<file path="config.mk">
export PLATFORM = sky130hd
export DESIGN_NAME = framed_command_packet_parser_unit
export DESIGN_NICKNAME = d
export VERILOG_FILES = /design/src/fcpp_pkg.sv /design/src/fcpp_in_stage.sv /design/src/fcpp_parser.sv /design/src/fcpp_out_stage.sv /design/src/framed_command_packet_parser_unit.sv
export SDC_FILE = /design/constraint.sdc
export NUM_CORES = 1
export LEC_CHECK = 0
export BUFFER_PORTS_ARGS = -buffer_cell sky130_fd_sc_hd__buf_2
export CAP_MARGIN = 20
export CORE_AREA = 2 2 130 106
export DETAILED_ROUTE_END_ITERATION = 10
export DIE_AREA = 0 0 132 108
export PLACE_DENSITY = 0.83
export SLEW_MARGIN = 0
export SYNTH_ARGS = -nofsm -noshare
export SYNTH_HDL_FRONTEND = slang
export SYNTH_SLANG_ARGS = --single-unit
</file>
<file path="constraint.sdc">
create_clock -name clk -period 3.4 [get_ports clk]
set_input_delay 0.34 -clock clk [delete_from_list [all_inputs] [get_ports clk]]
set_output_delay 0.34 -clock clk [all_outputs]
set_load 0.01 [all_outputs]
</file>
<file path="src/fcpp_pkg.sv">
// ----------------------------------------------------------------------------
// fcpp_pkg
// Types and constants shared by the framed command packet parser modules.
// ----------------------------------------------------------------------------
package fcpp_pkg;

	localparam logic [7:0] START_BYTE    = 8'h16;
	localparam logic [7:0] END_BYTE      = 8'h19;
	localparam logic [7:0] CLASS_TIME    = 8'h40;
	localparam logic [7:0] CLASS_TOKEN   = 8'h80;
	localparam logic [7:0] MIN_LEN_TIME  = 8'd8;
	localparam logic [7:0] MIN_LEN_TOKEN = 8'd9;
	localparam logic [7:0] MIN_LEN_FRAME = 8'd3;

	localparam int OUT_DATA_W = 64;

	typedef enum logic [2:0] {
		ST_TIME_SET  = 3'd0,
		ST_TOKEN_SET = 3'd1,
		ST_UNKNOWN   = 3'd2,
		ST_CHECKSUM  = 3'd3,
		ST_FRAME_ERR = 3'd4
	} status_t;

	// One received byte with its buffer start flag.
	typedef struct packed {
		logic [7:0] data_byte;
		logic       buffer_start;
	} in_item_t;

	// One parse result.
	typedef struct packed {
		status_t     status;
		logic [7:0]  hour_value;
		logic [7:0]  minute_value;
		logic [7:0]  second_value;
		logic [31:0] token_value;
	} result_t;

	// Handshake between the parser and the result register.
	typedef struct packed {
		logic step;
		logic emit;
	} parse_ctl_t;

endpackage

</file>
<file path="src/fcpp_in_stage.sv">
// ----------------------------------------------------------------------------
// fcpp_in_stage
// Input register: holds one accepted byte until the parser consumes it.
// ----------------------------------------------------------------------------
module fcpp_in_stage (
	input  logic              clk,
	input  logic              arst_n,
	input  logic              s_tvalid,
	output logic              s_tready,
	input  logic [7:0]        s_tdata,
	input  logic              s_tuser,
	input  logic              advance,
	output logic              valid_s1,
	output fcpp_pkg::in_item_t item_s1
);

	logic load;

	assign s_tready = !valid_s1 || advance;
	assign load     = s_tvalid && s_tready;

	always_ff @(posedge clk or negedge arst_n) begin
		if (!arst_n) begin
			valid_s1 <= 1'b0;
		end else if (load) begin
			valid_s1 <= 1'b1;
		end else if (advance) begin
			valid_s1 <= 1'b0;
		end
	end

	always_ff @(posedge clk) begin
		if (load) begin
			item_s1.data_byte    <= s_tdata;
			item_s1.buffer_start <= s_tuser;
		end
	end

endmodule

</file>
<file path="src/fcpp_parser.sv">
// ----------------------------------------------------------------------------
// fcpp_parser
// Packet state and the per-byte decision logic. Produces one result when the
// end byte or a too-short length byte arrives.
// ----------------------------------------------------------------------------
module fcpp_parser (
	input  logic                clk,
	input  logic                arst_n,
	input  logic                valid_s1,
	input  fcpp_pkg::in_item_t  item_s1,
	input  logic                advance,
	output fcpp_pkg::parse_ctl_t ctl,
	output fcpp_pkg::result_t   result
);

	logic        in_packet_q;
	logic [7:0]  pos_q;
	logic [7:0]  len_q;
	logic [7:0]  kind_q;
	logic [7:0]  sum_q;
	logic        start_ok_q;
	logic        sum_ok_q;
	logic [31:0] payload_q;

	// State as seen by the current byte, after a possible restart.
	logic        restart;
	logic [7:0]  pos;
	logic [7:0]  len;
	logic [7:0]  kind;
	logic [7:0]  sum;
	logic        start_ok;
	logic        sum_ok;
	logic [31:0] payload;

	logic        in_packet_d;
	logic [7:0]  len_d;
	logic [7:0]  kind_d;
	logic        start_ok_d;
	logic        sum_ok_d;
	logic [31:0] payload_d;

	logic        active;
	logic        process;
	logic [7:0]  b;
	logic        emit;
	logic        is_end;
	fcpp_pkg::result_t res;

	assign b       = item_s1.data_byte;
	assign restart = item_s1.buffer_start;
	assign active  = restart || in_packet_q;
	assign process = valid_s1 && advance && active;

	assign pos      = restart ? 8'd0  : pos_q;
	assign len      = restart ? 8'd0  : len_q;
	assign kind     = restart ? 8'd0  : kind_q;
	assign sum      = restart ? 8'd0  : sum_q;
	assign start_ok = restart ? 1'b0  : start_ok_q;
	assign sum_ok   = restart ? 1'b0  : sum_ok_q;
	assign payload  = restart ? 32'd0 : payload_q;

	always_comb begin
		in_packet_d = 1'b1;
		len_d       = len;
		kind_d      = kind;
		start_ok_d  = start_ok;
		sum_ok_d    = sum_ok;
		payload_d   = payload;
		emit        = 1'b0;
		is_end      = 1'b0;
		res         = '{status: fcpp_pkg::ST_FRAME_ERR, default: '0};

		if (pos == 8'd0) begin
			start_ok_d = (b == fcpp_pkg::START_BYTE);
		end else if (pos == 8'd1) begin
			len_d = b;
			if (b < fcpp_pkg::MIN_LEN_FRAME) begin
				in_packet_d = 1'b0;
				emit        = 1'b1;
			end
		end else begin
			if (pos == 8'd2) begin
				kind_d = b;
			end
			if (pos >= 8'd3 && pos <= 8'd6) begin
				payload_d = {payload[23:0], b};
			end
			// Nine-bit compares: the position plus its offset must not wrap.
			if (({1'b0, pos} + 9'd2) == {1'b0, len}) begin
				sum_ok_d = (sum == b);
			end
			if (({1'b0, pos} + 9'd1) == {1'b0, len}) begin
				in_packet_d = 1'b0;
				emit        = 1'b1;
				is_end      = 1'b1;
			end
		end

		// The class byte can itself be the end byte, so the decision
		// looks at the updated class.
		if (is_end && start_ok && b == fcpp_pkg::END_BYTE) begin
			if (kind_d == fcpp_pkg::CLASS_TIME) begin
				if (len < fcpp_pkg::MIN_LEN_TIME) begin
					res.status = fcpp_pkg::ST_FRAME_ERR;
				end else if (!sum_ok) begin
					res.status = fcpp_pkg::ST_CHECKSUM;
				end else begin
					res.status       = fcpp_pkg::ST_TIME_SET;
					res.hour_value   = payload[31:24];
					res.minute_value = payload[23:16];
					res.second_value = payload[15:8];
				end
			end else if (kind_d == fcpp_pkg::CLASS_TOKEN) begin
				if (len < fcpp_pkg::MIN_LEN_TOKEN) begin
					res.status = fcpp_pkg::ST_FRAME_ERR;
				end else if (!sum_ok) begin
					res.status = fcpp_pkg::ST_CHECKSUM;
				end else begin
					res.status      = fcpp_pkg::ST_TOKEN_SET;
					res.token_value = payload;
				end
			end else begin
				res.status = fcpp_pkg::ST_UNKNOWN;
			end
		end
	end

	assign ctl.step = valid_s1 && advance;
	assign ctl.emit = process && emit;
	assign result   = res;

	always_ff @(posedge clk or negedge arst_n) begin
		if (!arst_n) begin
			in_packet_q <= 1'b0;
			pos_q       <= '0;
			len_q       <= '0;
			kind_q      <= '0;
			sum_q       <= '0;
			start_ok_q  <= 1'b0;
			sum_ok_q    <= 1'b0;
			payload_q   <= '0;
		end else if (process) begin
			in_packet_q <= in_packet_d;
			pos_q       <= pos + 8'd1;
			len_q       <= len_d;
			kind_q      <= kind_d;
			sum_q       <= sum + b;
			start_ok_q  <= start_ok_d;
			sum_ok_q    <= sum_ok_d;
			payload_q   <= payload_d;
		end
	end

endmodule

</file>
<file path="src/fcpp_out_stage.sv">
// ----------------------------------------------------------------------------
// fcpp_out_stage
// Result register: holds one result item until the consumer takes it.
// ----------------------------------------------------------------------------
module fcpp_out_stage (
	input  logic                        clk,
	input  logic                        arst_n,
	input  fcpp_pkg::parse_ctl_t        ctl,
	input  fcpp_pkg::result_t           result,
	output logic                        can_load,
	output logic                        m_tvalid,
	input  logic                        m_tready,
	output logic [fcpp_pkg::OUT_DATA_W-1:0] m_tdata
);

	logic [fcpp_pkg::OUT_DATA_W-1:0] data_q;

	assign can_load = !m_tvalid || m_tready;
	assign m_tdata  = data_q;

	always_ff @(posedge clk or negedge arst_n) begin
		if (!arst_n) begin
			m_tvalid <= 1'b0;
		end else if (can_load) begin
			m_tvalid <= ctl.step && ctl.emit;
		end
	end

	always_ff @(posedge clk) begin
		if (can_load && ctl.emit) begin
			data_q <= {5'd0, result.token_value, result.second_value,
				result.minute_value, result.hour_value, result.status};
		end
	end

endmodule

</file>
<file path="src/framed_command_packet_parser_unit.sv">
// ----------------------------------------------------------------------------
// framed_command_packet_parser_unit
// Parses a byte stream of start/length/end framed packets with an additive
// checksum and reports one status item per packet.
// ----------------------------------------------------------------------------
//  channel | dir | tdata (low bit first)                          | tuser
//  s_      | in  | data_byte[7:0]                                 | buffer_start
//  m_      | out | status[2:0] hour minute second token[31:0] 0s  | -
//
// One input item is taken every cycle while the result side is not stalled; the end
// byte passes the input register, then the result register, before m_tvalid rises.
// The packet state registers are updated once per byte in a single pass.
// Reset clears the packet state and both valid flags; no clearing pass.
// A stalled result holds the parser; the input register then fills and holds the input side.
module framed_command_packet_parser_unit (
	input  logic        clk,
	input  logic        arst_n,
	input  logic        s_tvalid,
	output logic        s_tready,
	input  logic [7:0]  s_tdata,   // data_byte[7:0]
	input  logic        s_tuser,   // buffer_start
	output logic        m_tvalid,
	input  logic        m_tready,
	output logic [63:0] m_tdata    // status[2:0], hour[10:3], minute[18:11],
	                               // second[26:19], token[58:27], zeros above
);

	logic                 valid_s1;
	fcpp_pkg::in_item_t   item_s1;
	logic                 advance;
	fcpp_pkg::parse_ctl_t ctl;
	fcpp_pkg::result_t    result;

	fcpp_in_stage u_in (
		.clk      (clk),
		.arst_n   (arst_n),
		.s_tvalid (s_tvalid),
		.s_tready (s_tready),
		.s_tdata  (s_tdata),
		.s_tuser  (s_tuser),
		.advance  (advance),
		.valid_s1 (valid_s1),
		.item_s1  (item_s1)
	);

	fcpp_parser u_parser (
		.clk      (clk),
		.arst_n   (arst_n),
		.valid_s1 (valid_s1),
		.item_s1  (item_s1),
		.advance  (advance),
		.ctl      (ctl),
		.result   (result)
	);

	fcpp_out_stage u_out (
		.clk      (clk),
		.arst_n   (arst_n),
		.ctl      (ctl),
		.result   (result),
		.can_load (advance),
		.m_tvalid (m_tvalid),
		.m_tready (m_tready),
		.m_tdata  (m_tdata)
	);

endmodule

</file>
==> results.cfg <==
[cts]
clk_transition_reported_paths_ps = 60
clock_latency_ps = 420
cts_tree = built
tritoncts_buffer_count = 17
setup_repair_bufs_after_cts = 0
htreeDepth = 4
clockBufferDepth = 2
root_buffer = sky130_fd_sc_hd__clkbuf_16
clock_sink_count = 137
cts_resized = 0
postCtsHoldBufs = 0

[sta]
worstMarginPinSlew_ps = 882.9
final.setup_skew_ps = 6.539
grt_setup_unrepaired = no
timing.setup.tns_ps = 0
timing.hold.ws_ps = 96.43
post-route-period-util = 0.8438
finalHoldViolations = 0
maxSlewViolCount = 0
max_slew_margin = 0.4114
max_freq_mhz = 348.6
final.min_clock_period_ps = 2869
setup_viol = 0
finalWorstSetupSlack_ps = 531.0

[layout]
mostFrequentLayoutCell = sky130_fd_sc_hd__buf_2
diodes = 0
area_delta_synth_final_pct = 15.78
final_design_area_no_fill_mm2 = 0.007821
nets = 676
layoutNonFillerInstCount = 842
most-common-layout-cells = sky130_fd_sc_hd__buf_2 (73), sky130_fd_sc_hd__dfrtp_1 (69), sky130_fd_sc_hd__edfxtp_1 (68)
post_route_cells_drive_above_1_share = 0.2564
final_core_utilization = 0.6099

[synth]
synth.area.top_cells = sky130_fd_sc_hd__edfxtp_1 (30%), sky130_fd_sc_hd__dfrtp_1 (26%), sky130_fd_sc_hd__nor3_2 (5.9%)
synthArstFlopShare = 0.5036
synthDominantAreaCellType = sky130_fd_sc_hd__edfxtp_1
synth-edff-count = 68
yosysUniqueCellTypes = 60
synth_top_area_frac = 0.3023
share_of_the_yosys_chip_area_belonging_to_registers = 0.5579
postSynth.topFlopCell = sky130_fd_sc_hd__dfrtp_1
mappedNetlistArea_mm2 = 0.006755
yosysWarnings = 0
syn-mean-instance-area_um2 = 11.39
syn-instance-count = 593
synth.ff_latch_count = 137

[placed_design]
place.detailed.hpwl_um = 10090
dpl.cell_count = 810
preCtsSetupSlack_ps = 598.8
gpl.final_weighted_congestion = 0.9164
port_buffers = 73
placed_area_mm2 = 0.007232

[floorplanning]
floorplan.die.width_um = 132
core_area_mm2 = 0.01282
initial_core_util = 0.5268
fp.dieH_um = 108
dieArea_mm2 = 0.01426
core.rowCount = 37
pin_count = 79

[power]
finalPower_mw = 5.283
power.density_cell_area_mw_per_mm2 = 675.4
cellLeakagePower_nw = 3.099
ir_worst_vdd_mv = 0.4378

[worst_hold_path]
hold_path.class = primary input to register

[global_routing]
gr-total-overflow = 0
grt_pass1_wl_um = 24990
grt_max_degree = 70
antenna_found_initial = 0
first_global_vias = 4804
grtUsageTotal = 0.2278

[status]
run_status = completed

[setup_path]
worstSetupStartpointType = register
timing.setup.critical_path_class = register to register
critPathCaptureType = register
critical_path.cell_chain = nor2b_1 > ha_1 > nand2_1 > nor3_1 > o2111ai_1 > a211oi_2 > nand3_1 > nand2_2 > buf_12
cp_max_fo = 59
critPathBufInv = 1
worst_path_max_delay_cell = sky130_fd_sc_hd__dfrtp_1
cp_top_family = simple AND/OR/NAND/NOR gates
cp.arrival_ps = 2950
cp_slowest_stage_delay_ps = 520
critPathRequiredTime_ps = 3490

[detailed_routing]
drt_first_iter_violations = 654
num_vias = 5025
routed_via_count_divided_by_cell_count = 5.968
final_antenna_net_count = 0
postRouteWirelength_um = 15690
drtPass1Iterations = 5
avgRoutedWirePerCell_um = 18.63
drt_drc_violations_left = 0

[job]
max_cap_viol_count = 0
## worst register-to-register path: stages (launching register included)
cell	delay, ps
sky130_fd_sc_hd__dfrtp_1	520
sky130_fd_sc_hd__nor2b_1	240
sky130_fd_sc_hd__ha_1	300
sky130_fd_sc_hd__nand2_1	200
sky130_fd_sc_hd__nor3_1	230
sky130_fd_sc_hd__o2111ai_1	140
sky130_fd_sc_hd__a211oi_2	260
sky130_fd_sc_hd__nand3_1	200
sky130_fd_sc_hd__nand2_2	120
sky130_fd_sc_hd__buf_12	280
## kinds of logic after synthesis
kind of cell / share of synthesized area
AOI/OAI and AO/OA: 0.1569
xor gates and xnor gates: 0.02593
adders and majority gates: 0.01778
buffers and inverters: 0.06631
DFF: 0.5579
muxes: 0.004630
other: 0.0005551
and+or+nand+nor: 0.1700
## metal layers
layer | vias to the layer above | wire (µm) | part of all wire | GRT usage
met2 | 281 | 7360 | 0.47 | 0.3404
li1 | 2296 | - | - | -
met5 | - | 0 | 0 | 0
met3 | 18 | 1574 | 0.10 | 0.06517
met4 | 0 | 176 | 0.011 | 0.09161
met1 | 2430 | 6576 | 0.42 | 0.3165
## power by group
| part | switching [mW] | internal [mW] |
|---|---|---|
| Clock | 0.743 | 1.09 |
| Sequential | 0.292 | 1.95 |
| Combinational | 0.707 | 0.498 |
## cell usage after synthesis, drive strengths merged (2+ instances only)
library cell  count
a211oi            4
a21o              4
a21oi            16
a22o             24
a22oi            24
a31oi             4
and2              6
and3              2
and4              2
buf              29
clkbuf           20
dfrtp            69
edfxtp           68
ha                8
inv              46
mux2i             2
nand2            31
nand2b            5
nand3            12
nand4             6
nor2             16
nor2b            15
nor3             69
nor4              5
o2111ai           6
o21ai            26
o22ai            25
o31ai             6
or3               2
or4               3
xnor2            14
xor2              6
## flip-flops by register name, indices dropped and copies added (netlist names)
| register | flops |
|---|---|
| u_parser.in_packet_q | 1 |
| u_out.m_tdata | 59 |
| u_parser.sum_q | 8 |
| u_parser.payload_q | 32 |
| u_parser.kind_q | 8 |
| u_in.valid_s1 | 1 |
| u_parser.len_q | 8 |
| u_in.item_s1 | 9 |
| u_out.m_tvalid | 1 |
| u_parser.sum_ok_q | 1 |
| u_parser.pos_q | 8 |
| u_parser.start_ok_q | 1 |
## final timing paths
path,from,to,slack (ps),cells after the start
setup / recovery,u_parser.pos_q[2],u_out.m_tdata[27],530,9
hold / removal,s_tdata[2],u_in.item_s1[3],100,1
setup reg to reg,u_parser.pos_q[2],u_out.m_tdata[27],530,9
hold reg to reg,u_parser.sum_q[4],u_parser.sum_q[4],470,2
max in group asynchronous,arst_n,u_parser.payload_q[31],2700,2
min in group asynchronous,arst_n,u_parser.sum_q[6],130,2
## cell type report
class / count / area [µm²]
inverters: 46 / 172.7
multi-input cells: 365 / 2569
well taps: 175 / 219.0
clock buffers: 17 / 425.4
flip-flops and latches: 137 / 3769
fillers: 964 / 5002
repair buffers: 87 / 503.0
clock inverters: 15 / 163.9
(Power assumes the default switching activity.)
